**config.mk**
```make
export PLATFORM = sky130hd
export DESIGN_NAME = typed_byte_stack_unit
export DESIGN_NICKNAME = d
export VERILOG_FILES = /design/src/rtl/tbs_pkg.sv /design/src/rtl/typed_byte_stack_unit.sv
export SDC_FILE = /design/constraint.sdc
export NUM_CORES = 2
export LEC_CHECK = 0
export BUFFER_PORTS_ARGS = -buffer_cell sky130_fd_sc_hd__buf_4
export CAP_MARGIN = 0
export CORE_ASPECT_RATIO = 1.2
export CORE_UTILIZATION = 36
export DETAILED_ROUTE_END_ITERATION = 6
export HOLD_SLACK_MARGIN = 0.06
export SETUP_SLACK_MARGIN = 0.4
export SLEW_MARGIN = 20
export SYNTH_ARGS = -nofsm -noshare
export SYNTH_HDL_FRONTEND = slang
export SYNTH_SLANG_ARGS = --single-unit
```
**constraint.sdc**
```tcl
create_clock -name clk_i -period 8.7 [get_ports clk_i]
set_clock_uncertainty 0.2 [all_clocks]
set_input_delay 1.305 -clock clk_i [delete_from_list [all_inputs] [get_ports clk_i]]
set_output_delay 1.305 -clock clk_i [all_outputs]
set_load 0.005 [all_outputs]
```
**src/rtl/tbs_pkg.sv**
```systemverilog
// Shared types, codes and the byte-size lookup for the typed byte stack.
// No dependencies.
package tbs_pkg;

  localparam logic [31:0] TableReset = 32'h8844_2211;
  localparam int unsigned MaxBytes   = 8;

  typedef enum logic [1:0] {
    MODE_PUSH = 2'd0,
    MODE_PEEK = 2'd1,
    MODE_POP  = 2'd2
  } mode_e;

  typedef enum logic [1:0] {
    ST_OK    = 2'd0,
    ST_FULL  = 2'd1,
    ST_EMPTY = 2'd2
  } status_e;

  typedef enum logic [5:0] {
    S_IDLE  = 6'b000001,
    S_CHECK = 6'b000010,
    S_WRITE = 6'b000100,
    S_RDENT = 6'b001000,
    S_RDREQ = 6'b010000,
    S_RDCAP = 6'b100000
  } state_e;

  // byte count of a type, fields above 8 saturate
  function automatic logic [3:0] tbs_size(logic [31:0] tbl, logic [2:0] t);
    logic [3:0] f;
    f = tbl[{t, 2'b00} +: 4];
    return (f > 4'(MaxBytes)) ? 4'(MaxBytes) : f;
  endfunction

endpackage

```
**src/rtl/typed_byte_stack_unit.sv**
```systemverilog
// Top level of the typed byte stack: sequencer, byte store and entry tables.
// Depends on tbs_pkg.
//
// Channel   | Direction | Handshake                       | Payload
// ----------+-----------+---------------------------------+------------------------------------
// command   | in        | start_i, accepted when !busy_o  | mode_i, value_i, type_id_i,
//           |           |                                 | depth_index_i
// result    | out       | result_valid_o, one-cycle beat  | status_o, read_value_o, read_type_o
// config    | in        | cfg_valid_i / cfg_ready_o       | cfg_wdata_i (type size table)
//
// Sequence: a beat is taken in S_IDLE and decoded in S_CHECK. A push then writes one
// byte per cycle in S_WRITE; a peek or pop reads the entry tables in S_RDENT and then
// each byte through S_RDREQ (address) and S_RDCAP (registered read data). Refused
// items and mode 3 return to S_IDLE from S_CHECK. busy_o is low again in the cycle
// the result beat is shown, so the next command may be taken there.
// Reset: stack empty, size table back to its default. The stores need no clearing.
// The result beat cannot be stalled by the receiver.
module typed_byte_stack_unit
  import tbs_pkg::*;
#(
  parameter int unsigned DATA_BYTES  = 256,
  parameter int unsigned MAX_ENTRIES = 64,
  parameter int unsigned TYPE_COUNT  = 8
) (
  input  logic        clk_i,
  input  logic        rst_ni,
  // command
  input  logic        start_i,
  output logic        busy_o,
  input  logic [1:0]  mode_i,
  input  logic [63:0] value_i,
  input  logic [2:0]  type_id_i,
  input  logic [5:0]  depth_index_i,
  // result
  output logic        result_valid_o,
  output logic [1:0]  status_o,
  output logic [63:0] read_value_o,
  output logic [2:0]  read_type_o,
  // config
  input  logic        cfg_valid_i,
  output logic        cfg_ready_o,
  input  logic [31:0] cfg_wdata_i
);

  localparam int unsigned AddrW = $clog2(DATA_BYTES);
  localparam int unsigned TopW  = $clog2(DATA_BYTES + 1);
  localparam int unsigned EntW  = $clog2(MAX_ENTRIES);
  localparam int unsigned CntW  = $clog2(MAX_ENTRIES + 1);
  localparam int unsigned CmpW  = (CntW > 6) ? CntW : 6;

  // control state
  state_e            state_q;
  logic [TopW-1:0]   top_q;
  logic [CntW-1:0]   count_q;
  logic [31:0]       table_q;
  logic              out_valid_q;

  // item registers
  logic [1:0]        mode_q;
  logic [63:0]       value_q;
  logic [2:0]        type_q;
  logic [5:0]        depth_q;
  logic [2:0]        k_q;
  logic [3:0]        n_q;
  logic [EntW-1:0]   idx_q;
  logic [TopW-1:0]   off_q;
  logic [2:0]        etype_q;
  logic [63:0]       acc_q;
  logic              inrange_q;

  // result registers
  status_e           status_q;
  logic [63:0]       rvalue_q;
  logic [2:0]        rtype_q;

  // memories
  logic [7:0]        byte_mem [DATA_BYTES];
  logic [TopW-1:0]   off_mem  [MAX_ENTRIES];
  logic [2:0]        type_mem [MAX_ENTRIES];
  logic [7:0]        byte_rdata_q;
  logic [TopW-1:0]   off_rdata_q;
  logic [2:0]        type_rdata_q;

  logic              byte_we;
  logic [AddrW-1:0]  byte_waddr;
  logic [AddrW-1:0]  byte_raddr;
  logic              ent_we;
  logic [EntW-1:0]   ent_raddr;

  // decode helpers
  logic [3:0]        sz_push;
  logic [3:0]        sz_ent;
  logic [TopW:0]     top_sum;
  logic [TopW:0]     rd_sum;
  logic [TopW:0]     wr_sum;
  logic              push_full;
  logic              peek_empty;
  logic              pop_empty;
  logic [CmpW-1:0]   depth_ext;
  logic [CmpW-1:0]   count_ext;
  logic [CmpW-1:0]   idx_calc;
  logic              last_byte;
  logic [63:0]       acc_next;

  always_comb begin
    sz_push    = tbs_size(table_q, type_q);
    sz_ent     = tbs_size(table_q, type_rdata_q);
    top_sum    = {1'b0, top_q} + (TopW+1)'(sz_push);
    push_full  = ({1'b0, type_q} >= 4'(TYPE_COUNT)) ||
                 (count_q >= CntW'(MAX_ENTRIES)) ||
                 (top_sum > (TopW+1)'(DATA_BYTES));
    depth_ext  = CmpW'(depth_q);
    count_ext  = CmpW'(count_q);
    peek_empty = depth_ext >= count_ext;
    pop_empty  = (count_q == '0);
    if (mode_q == MODE_PEEK) begin
      idx_calc = count_ext - CmpW'(1) - depth_ext;
    end else begin
      idx_calc = count_ext - CmpW'(1);
    end
    ent_raddr  = idx_calc[EntW-1:0];
    last_byte  = ({1'b0, k_q} == (n_q - 4'd1));
    wr_sum     = {1'b0, top_q} + (TopW+1)'(k_q);
    rd_sum     = {1'b0, off_q} + (TopW+1)'(k_q);
    byte_waddr = wr_sum[AddrW-1:0];
    byte_raddr = rd_sum[AddrW-1:0];
    byte_we    = (state_q == S_WRITE);
    ent_we     = ((state_q == S_CHECK) && (mode_q == MODE_PUSH) && !push_full &&
                  (sz_push == 4'd0)) ||
                 ((state_q == S_WRITE) && last_byte);
    // accumulator with the byte just read merged in; bytes past the store stay zero
    acc_next   = acc_q;
    if (inrange_q) begin
      acc_next[{k_q, 3'b000} +: 8] = byte_rdata_q;
    end
  end

  // byte store
  always_ff @(posedge clk_i) begin
    if (byte_we) begin
      byte_mem[byte_waddr] <= value_q[7:0];
    end
    byte_rdata_q <= byte_mem[byte_raddr];
  end

  // entry tables
  always_ff @(posedge clk_i) begin
    if (ent_we) begin
      off_mem[count_q[EntW-1:0]]  <= top_q;
      type_mem[count_q[EntW-1:0]] <= type_q;
    end
    off_rdata_q  <= off_mem[ent_raddr];
    type_rdata_q <= type_mem[ent_raddr];
  end

  // sequencer and stack pointers
  always_ff @(posedge clk_i or negedge rst_ni) begin
    if (!rst_ni) begin
      state_q     <= S_IDLE;
      top_q       <= '0;
      count_q     <= '0;
      table_q     <= TableReset;
      out_valid_q <= 1'b0;
    end else begin
      out_valid_q <= 1'b0;
      if (cfg_valid_i) begin
        table_q <= cfg_wdata_i;
      end
      case (state_q)
        S_IDLE: begin
          if (start_i) begin
            state_q <= S_CHECK;
          end
        end
        S_CHECK: begin
          case (mode_q)
            MODE_PUSH: begin
              if (push_full) begin
                state_q     <= S_IDLE;
                out_valid_q <= 1'b1;
              end else if (sz_push == 4'd0) begin
                count_q     <= count_q + CntW'(1);
                state_q     <= S_IDLE;
                out_valid_q <= 1'b1;
              end else begin
                state_q <= S_WRITE;
              end
            end
            MODE_PEEK: begin
              if (peek_empty) begin
                state_q     <= S_IDLE;
                out_valid_q <= 1'b1;
              end else begin
                state_q <= S_RDENT;
              end
            end
            MODE_POP: begin
              if (pop_empty) begin
                state_q     <= S_IDLE;
                out_valid_q <= 1'b1;
              end else begin
                state_q <= S_RDENT;
              end
            end
            default: begin
              state_q     <= S_IDLE;
              out_valid_q <= 1'b1;
            end
          endcase
        end
        S_WRITE: begin
          if (last_byte) begin
            top_q       <= top_q + TopW'(n_q);
            count_q     <= count_q + CntW'(1);
            state_q     <= S_IDLE;
            out_valid_q <= 1'b1;
          end
        end
        S_RDENT: begin
          if (sz_ent == 4'd0) begin
            if (mode_q == MODE_POP) begin
              top_q   <= off_rdata_q;
              count_q <= CntW'(idx_q);
            end
            state_q     <= S_IDLE;
            out_valid_q <= 1'b1;
          end else begin
            state_q <= S_RDREQ;
          end
        end
        S_RDREQ: begin
          state_q <= S_RDCAP;
        end
        S_RDCAP: begin
          if (last_byte) begin
            if (mode_q == MODE_POP) begin
              top_q   <= off_q;
              count_q <= CntW'(idx_q);
            end
            state_q     <= S_IDLE;
            out_valid_q <= 1'b1;
          end else begin
            state_q <= S_RDREQ;
          end
        end
        default: begin
          state_q <= S_IDLE;
        end
      endcase
    end
  end

  // datapath registers
  always_ff @(posedge clk_i) begin
    case (state_q)
      S_IDLE: begin
        mode_q  <= mode_i;
        value_q <= value_i;
        type_q  <= type_id_i;
        depth_q <= depth_index_i;
      end
      S_CHECK: begin
        k_q      <= '0;
        n_q      <= sz_push;
        idx_q    <= idx_calc[EntW-1:0];
        rvalue_q <= '0;
        rtype_q  <= '0;
        case (mode_q)
          MODE_PUSH: status_q <= push_full ? ST_FULL : ST_OK;
          MODE_PEEK: status_q <= peek_empty ? ST_EMPTY : ST_OK;
          MODE_POP:  status_q <= pop_empty ? ST_EMPTY : ST_OK;
          default:   status_q <= ST_OK;
        endcase
      end
      S_WRITE: begin
        value_q <= {8'h00, value_q[63:8]};
        k_q     <= k_q + 3'd1;
      end
      S_RDENT: begin
        off_q    <= off_rdata_q;
        etype_q  <= type_rdata_q;
        n_q      <= sz_ent;
        acc_q    <= '0;
        rtype_q  <= type_rdata_q;
      end
      S_RDREQ: begin
        inrange_q <= rd_sum < (TopW+1)'(DATA_BYTES);
      end
      S_RDCAP: begin
        if (last_byte) begin
          rvalue_q <= acc_next;
        end
        acc_q   <= acc_next;
        k_q     <= k_q + 3'd1;
        rtype_q <= etype_q;
      end
      default: begin
        k_q <= '0;
      end
    endcase
  end

  assign busy_o         = (state_q != S_IDLE);
  assign cfg_ready_o    = 1'b1;
  assign result_valid_o = out_valid_q;
  assign status_o       = status_q;
  assign read_value_o   = rvalue_q;
  assign read_type_o    = rtype_q;

`ifndef ASSERT_OFF
  a_top_bound: assert property (@(posedge clk_i) disable iff (!rst_ni)
    top_q <= TopW'(DATA_BYTES))
    else $error("byte top past the store");

  a_count_bound: assert property (@(posedge clk_i) disable iff (!rst_ni)
    count_q <= CntW'(MAX_ENTRIES))
    else $error("entry count past the limit");

  a_empty_no_bytes: assert property (@(posedge clk_i) disable iff (!rst_ni)
    (count_q == '0) |-> (top_q == '0))
    else $error("empty stack holds bytes");

  a_start_busy: assert property (@(posedge clk_i) disable iff (!rst_ni)
    (start_i && !busy_o) |=> (busy_o && !result_valid_o))
    else $error("accepted beat did not start the sequencer");

  a_result_after_work: assert property (@(posedge clk_i) disable iff (!rst_ni)
    result_valid_o |-> (!busy_o && $past(busy_o)))
    else $error("result beat without a finished item");
`endif

endmodule
```
# After elaboration in Yosys (flattened, before gate mapping)
# Memory sizes are Yosys's and may differ from the RTL's. A register that Yosys moved wholly into a read port is not among the register bits.
# Cells that the tools add are included.
# Widths: inputs -> output; s select.
classes:
  magnitude_cmp: 6
  add_sub_neg: 10
  n_reduce_logical: 24
  n_mux: 52
  eq_ne: 19
  n_shift: 4
ops:
  columns: ["operator", "count"]
  rows:
  - ["$pmux 64 s2", 3]
  - ["$mux 64", 2]
  - ["$bwmux 64", 1]
  - ["$shift 8x8->64 const A", 1]
  - ["$shiftx 32x6->4", 2]
  - ["$shiftx 8x8->64", 1]
  - ["$mux 7", 7]
  - ["$mux 9", 5]
  - ["$pmux 6 s6", 1]
  - ["$pmux 7 s4", 1]
  - ["$pmux 9 s3", 1]
  - ["$mux 6", 3]
  - ["$pmux 6 s3", 1]
  - ["$mux 4", 4]
  - ["$ne 2x2->1 const B", 6]
  - ["$mux 1", 11]
  - ["$add 9x3->10", 1]
  - ["$add 9x4->10", 1]
  - ["$gt 10x9->1 const B", 1]
  - ["$lt 10x9->1 const B", 1]
  - ["$mux 5", 2]
  - ["$add 9x4->9", 1]
  - ["$pmux 3 s3", 1]
  - ["$add 8x3->8", 1]
  - ["other kinds (40)", 56]
totals:
  out_inout_bits: 72
  word_cells: 137
  memories: 3
  input_bits: 111
  ram_bits: 2816
  register_bits: 289
mem_list:
  columns: ["name", "depth", "width", "rd", "rd_clocked_by_memory_dff", "write_ports", "line", "text"]
  rows:
  - ["byte_mem", 256, 8, 1, 1, 1, "typed_byte_stack_unit.sv:77", "logic [7:0] byte_mem [DATA_BYTES];"]
  - ["off_mem", 64, 9, 1, 1, 1, "typed_byte_stack_unit.sv:78", "logic [TopW-1:0] off_mem [MAX_ENTRIES];"]
  - ["type_mem", 64, 3, 1, 1, 1, "typed_byte_stack_unit.sv:79", "logic [2:0] type_mem [MAX_ENTRIES];"]

# Logic depth before layout (Yosys ltp)
depth:
  ltp_word: 12
  ltp_mapped: 15
  depth_no_buf: 13

# Least setup slack after synthesis
# No wires, ideal clock.
synth_timing:
  path_kind: "reg2reg"
  startpoint: "reg state_q[1]"
  endpoint: "reg rvalue_q[0], in the netlist read_value_o[0], enable pin"
  synth_period_minus_slack_ps: 7051
  slack_ps: 1649
  path_stages_with_launch: 6
  arrival_ps: 6277
  setup_ps: 574
  path_buffers: 2
  cell_sequence: "dfrtp_1 or4_1 or3b_2 clkbuf_1 clkbuf_1 o21ai_0"
synth_via:
  elab_chain_cells: 3
  elab_cells_between_ends: 5
synth_lines:
  columns: ["element", "line", "text"]
  rows:
  - ["start, declared", "typed_byte_stack_unit.sv:52", "state_e state_q;"]
  - ["start signal, assigned", "typed_byte_stack_unit.sv:159", "state_q <= S_IDLE;"]
  - ["start signal, assigned", "typed_byte_stack_unit.sv:172", "state_q <= S_CHECK;"]
  - ["start signal, assigned", "typed_byte_stack_unit.sv:179", "state_q <= S_IDLE;"]
  - ["$eq 6x6->1 or $eq 6x2->1 (tied branches)", "typed_byte_stack_unit.sv:255", "case (state_q)"]
  - ["$ne 2x2->1 (no source line) or $reduce_bool 2->1 (tied branches)", null, null]
  - ["$reduce_and 2->1 (no source line) *", null, null]
  - ["end signal, assigned", "typed_byte_stack_unit.sv:291", "rvalue_q <= acc_next;"]
  - ["end, declared", "typed_byte_stack_unit.sv:73", "logic [63:0] rvalue_q;"]
# Every way passes the cells marked *; elsewhere a longest branch is shown, timed or not.
# A chain may end at the register's enable or synchronous reset.

# Final worst setup path
layout_timing:
  startpoint: "reg type_q[0]"
  endpoint: "mem off_mem[63][4] (netlist name), enable pin"
layout_via:
  elab_chain_cells: 12
  elab_cells_between_ends: 13
layout_lines:
  columns: ["element", "line", "text"]
  rows:
  - ["start, declared", "typed_byte_stack_unit.sv:61", "logic [2:0] type_q;"]
  - ["start signal, assigned", "typed_byte_stack_unit.sv:259", "type_q <= type_id_i;"]
  - ["$shiftx 32x6->4 *", "tbs_pkg.sv:32", "f = tbl[{t, 2'b00} +: 4];"]
  - ["$gt 4x4->1", "tbs_pkg.sv:33", "return (f > 4'(MaxBytes)) ? 4'(MaxBytes) : f;"]
  - ["$mux 4 *", "tbs_pkg.sv:33", null]
  - ["$add 9x4->10", "typed_byte_stack_unit.sv:108", "top_sum = {1'b0, top_q} + (TopW+1)'(sz_push);"]
  - ["$gt 10x9->1", "typed_byte_stack_unit.sv:111", "(top_sum > (TopW+1)'(DATA_BYTES));"]
  - ["$logic_or 1x1->1", "typed_byte_stack_unit.sv:110", "(count_q >= CntW'(MAX_ENTRIES)) ||"]
  - ["$logic_not 1->1", "typed_byte_stack_unit.sv:128", "ent_we = ((state_q == S_CHECK) && (mode_q == MODE_PUSH) && !push_full &&"]
  - ["$logic_and 1x1->1", "typed_byte_stack_unit.sv:128", null]
  - ["$logic_and 1x1->1 *", "typed_byte_stack_unit.sv:128", null]
  - ["$logic_or 1x1->1 *", "typed_byte_stack_unit.sv:129", "(sz_push == 4'd0)) ||"]
  - ["$mux 1 *", "typed_byte_stack_unit.sv:148", "if (ent_we) begin"]
  - ["$mux 1 (implied by the code) *", "typed_byte_stack_unit.sv:149", "off_mem[count_q[EntW-1:0]] <= top_q;"]
  - ["end, declared", "typed_byte_stack_unit.sv:78", null]
# Marks and branches as above.

==> impl_metrics.json <==
{
  "synth-edff-count": 3050,
  "gp_congestion": 0.834,
  "p_leak_nw": 46.6,
  "tightest_slew_ns": 1.33,
  "powerDensity_mw_per_mm2": 349,
  "reg2reg_depth": 13,
  "clk_pin_slew_worst_paths_ns": 0.07,
  "worstSetupPathType": "reg -> reg",
  "path_max_fanout": 33,
  "die_w_um": 539,
  "dr.pass1.iters": 5,
  "wl_um": 313000,
  "finalCriticalPeriod_ns": 6.38,
  "crit_path_cell_trace": "buf_4, mux4_2, mux2i_1, nor2_1, fa_1, xor2_1, nor4_1, mux2i_1, o31a_1, nand4b_2, a21boi_4, nand2b_1, nor2_1",
  "outcome": "finished, final reports clean",
  "r2r-start": "type_q[0]",
  "syn_nets": 6512,
  "final_cell_area_mm2": 0.142,
  "whs_path_depth": 0,
  "first_global_vias": 63020,
  "ys_ff_latch": 3125,
  "switching_share": 0.336,
  "wire_per_inst_um": 27.5,
  "antenna_found_initial": 3,
  "cts_tree": "done",
  "fin_nets": 6780,
  "dp_hpwl_um": 191000,
  "die_y_um": 647,
  "rsz0062_at_grt": "no",
  "cp.arrival_ns": 6.65,
  "grt_overflow_total": 0,
  "port_buffers": 181,
  "hold_path_class": "reg -> reg",
  "ctsHoldBuffers": 0,
  "routed_via_density": 5.42,
  "intPower_mw": 32.9,
  "cts_max_level": 5,
  "root_buffer": "clkbuf_16",
  "num-fill-cells": 30162,
  "fmax_mhz": 157,
  "placed_cells": 10835,
  "initial_core_util": 0.362,
  "ys_async_sr_fraction": 0.0176,
  "hold_viol": 0,
  "fin_hold_ws_ns": 0.234,
  "cp-startpoint": "type_q[0]",
  "fin_crit_sh": 0.733,
  "final_common_cell": "edfxtp_1",
  "max_cap_violations": 0,
  "comb_power_share": 0.337,
  "post_cts_resize_count": 0,
  "setup_viol": 0,
  "final_max_slew_viol_count": 0,
  "ys_seq_area_frac": 0.749,
  "final_cell_mix": "3050 x edfxtp_1, 630 x mux4_2, 562 x mux2i_1",
  "crit_path_top_delay_cell": "nor2_1",
  "cp_data_required_time_ns": 8.97,
  "synth_ff_type": "edfxtp_1",
  "grt_start_max_net_pins": 201,
  "ios": 183,
  "syn_inst": 6364,
  "die_area_mm2": 0.349,
  "switchingPower_mw": 16.7,
  "cp_num_cells": 13,
  "clock-sinks": 3125,
  "cts_setup_buffers": 0,
  "drcViolationCount": 0,
  "total_power_mw": 49.5,
  "core.rowCount": 236,
  "drt-initial-drc-count": 6200,
  "seq_power_share": 0.386,
  "area_delta_synth_final_pct": 13.8,
  "clkLatencyLatePin_ns": 0.86,
  "p_clk_frac": 0.278,
  "maxSlewHeadroom": 0.106,
  "crit_family": "simple AND/OR/NAND/NOR gates",
  "numCtsBuffers": 317,
  "min_from": "off_rdata_q[8]",
  "coreArea_mm2": 0.344,
  "num_vias": 61821,
  "peakVddDrop_uv": 1160,
  "tns_ns": 0,
  "syn-mean-instance-area_um2": 19.6,
  "grt_pass1_wl_um": 452000,
  "synth_cell_types": 87,
  "track_usage": 0.177,
  "ctsLongestPathBuffers": 4,
  "drive_gt1_frac": 0.226,
  "post_dp_cell_area_mm2": 0.131,
  "path_buf_inv": 1,
  "critPathLaunchType": "flip-flop",
  "stdcell_count": 11407,
  "antenna_left": 0,
  "end_kind": "flip-flop",
  "cpPeakStageDelay_ns": 0.96,
  "ys.warnings.count": 0,
  "mappedNetlistArea_mm2": 0.125
}
-- routing by layer --
metal	wire length, µm	global-route usage
met2	158000	0.305
met3	19000	0.0261
met1	126000	0.230
met4	10200	0.0557
met5	0	0
-- state kept, by name (all words and copies together) (netlist names), 7 cells and up --
name and cells:
type_mem 192, table_q 32, count_ext 7, acc_q 64, read_value_o 64, off_mem 576, off_rdata_q 9, off_q 9
value_q 64, byte_rdata_q 8, top_q 9, byte_mem 2048
-- final timing paths --
check                                      end  slack [ns]
worst max-delay path            off_mem[63][4]        2.32
worst min-delay path                  off_q[8]        0.23
worst max register to register  off_mem[63][4]        2.32
worst min register to register        off_q[8]        0.23
max in group asynchronous             top_q[0]        7.33
min in group asynchronous       result_valid_o        0.36
-- synthesized netlist by cell type (9+ instances only) --
cell      count  area share
inv_1        30     0.00090
buf_1        26     0.00078
o21ai_0      25      0.0010
nand2b_1     11     0.00055
dfrtp_1      46      0.0092
nand3_1      89      0.0036
nand4_1      20      0.0010
a21oi_1      65      0.0026
and3_1       12     0.00060
dfstp_2       9      0.0019
buf_6        24      0.0022
xnor2_1      20      0.0014
xor2_1       10     0.00070
mux2i_1     562       0.045
a21o_1       10     0.00060
or4_1        18      0.0011
o21ai_1       9     0.00036
clkbuf_1    157      0.0047
buf_4        65      0.0039
a211oi_1    128      0.0077
mux2_2       60      0.0054
nand2_1     377       0.011
nor3_2        9     0.00072
a211o_1      24      0.0017
nor2_1      388       0.012
mux4_2      630        0.11
buf_2       101      0.0041
edfxtp_1   3050        0.73
a32oi_1      21      0.0015
and2_1       11     0.00055
ha_1         32      0.0032
o211ai_1     41      0.0025
nor2b_1      89      0.0045
dfxtp_1      20      0.0032
nor3_1       62      0.0025
-- power groups by stage --
| stage | Clock [mW] | Combinational, mW | Sequential, mW |
|---|---|---|---|
| 6_report | 13.8 | 16.7 | 19.1 |
| 5_1_grt | 14.5 | 17.6 | 19.1 |
| 4_1_cts | 14.0 | 16.9 | 19.1 |
| 3_5_place_dp | 0 | 16.8 | 19.4 |
| 3_3_place_gp | 0 | 16.6 | 19.4 |
| 2_1_floorplan | 0 | 10.7 | 20.1 |
-- logic make-up (layout without fill, tap and decap cells) --
| kind of cell | after synthesis | after routing | share of synthesized area |
|---|---|---|---|
| DFF | 3125 | 3125 | 0.749 |
| adders and majority gates | 37 | 37 | 0.00401 |
| muxes | 1255 | 1255 | 0.165 |
| buffers and inverters | 404 | 922 | 0.0166 |
| xor gates and xnor gates | 32 | 32 | 0.00246 |
| AOI/OAI and AO/OA | 395 | 395 | 0.0231 |
| other | 1 | 4 | 0.0000301 |
| and+or+nand+nor | 1115 | 1115 | 0.0400 |
-- worst register-to-register path, cell delays in order, from the launching register on --
cell and delay [ns]:
edfxtp_1 0.74, buf_4 0.53, mux4_2 0.58, mux2i_1 0.25, nor2_1 0.13, fa_1 0.41, xor2_1 0.17, nor4_1 0.27
mux2i_1 0.18, o31a_1 0.32, nand4b_2 0.30, a21boi_4 0.31, nand2b_1 0.66, nor2_1 0.96
-- metrics by stage --
step | worst slack (ns) | utilization
final | 2.32 | 0.412
after floorplan | 1.65 | -
after CTS | 2.24 | 0.412
after global routing | 2.03 | 0.412
after global placement | 2.37 | 0.382
after detailed placement | 2.28 | 0.382
-- cell type report --
type	count	area (µm²)	share of cell area
Clock buffer	387	8410	0.0593
Sequential cell	3125	93400	0.659
Clock inverter	182	2020	0.0142
Tap cell	4522	5660	0.0399
Antenna cell	3	7.51	0.0000529
Inverter	31	118	0.000829
Timing Repair Buffer	322	2670	0.0188
Multi-Input combinational cell	2835	29500	0.208
Note: power is estimated with default switching activity, not from simulation.
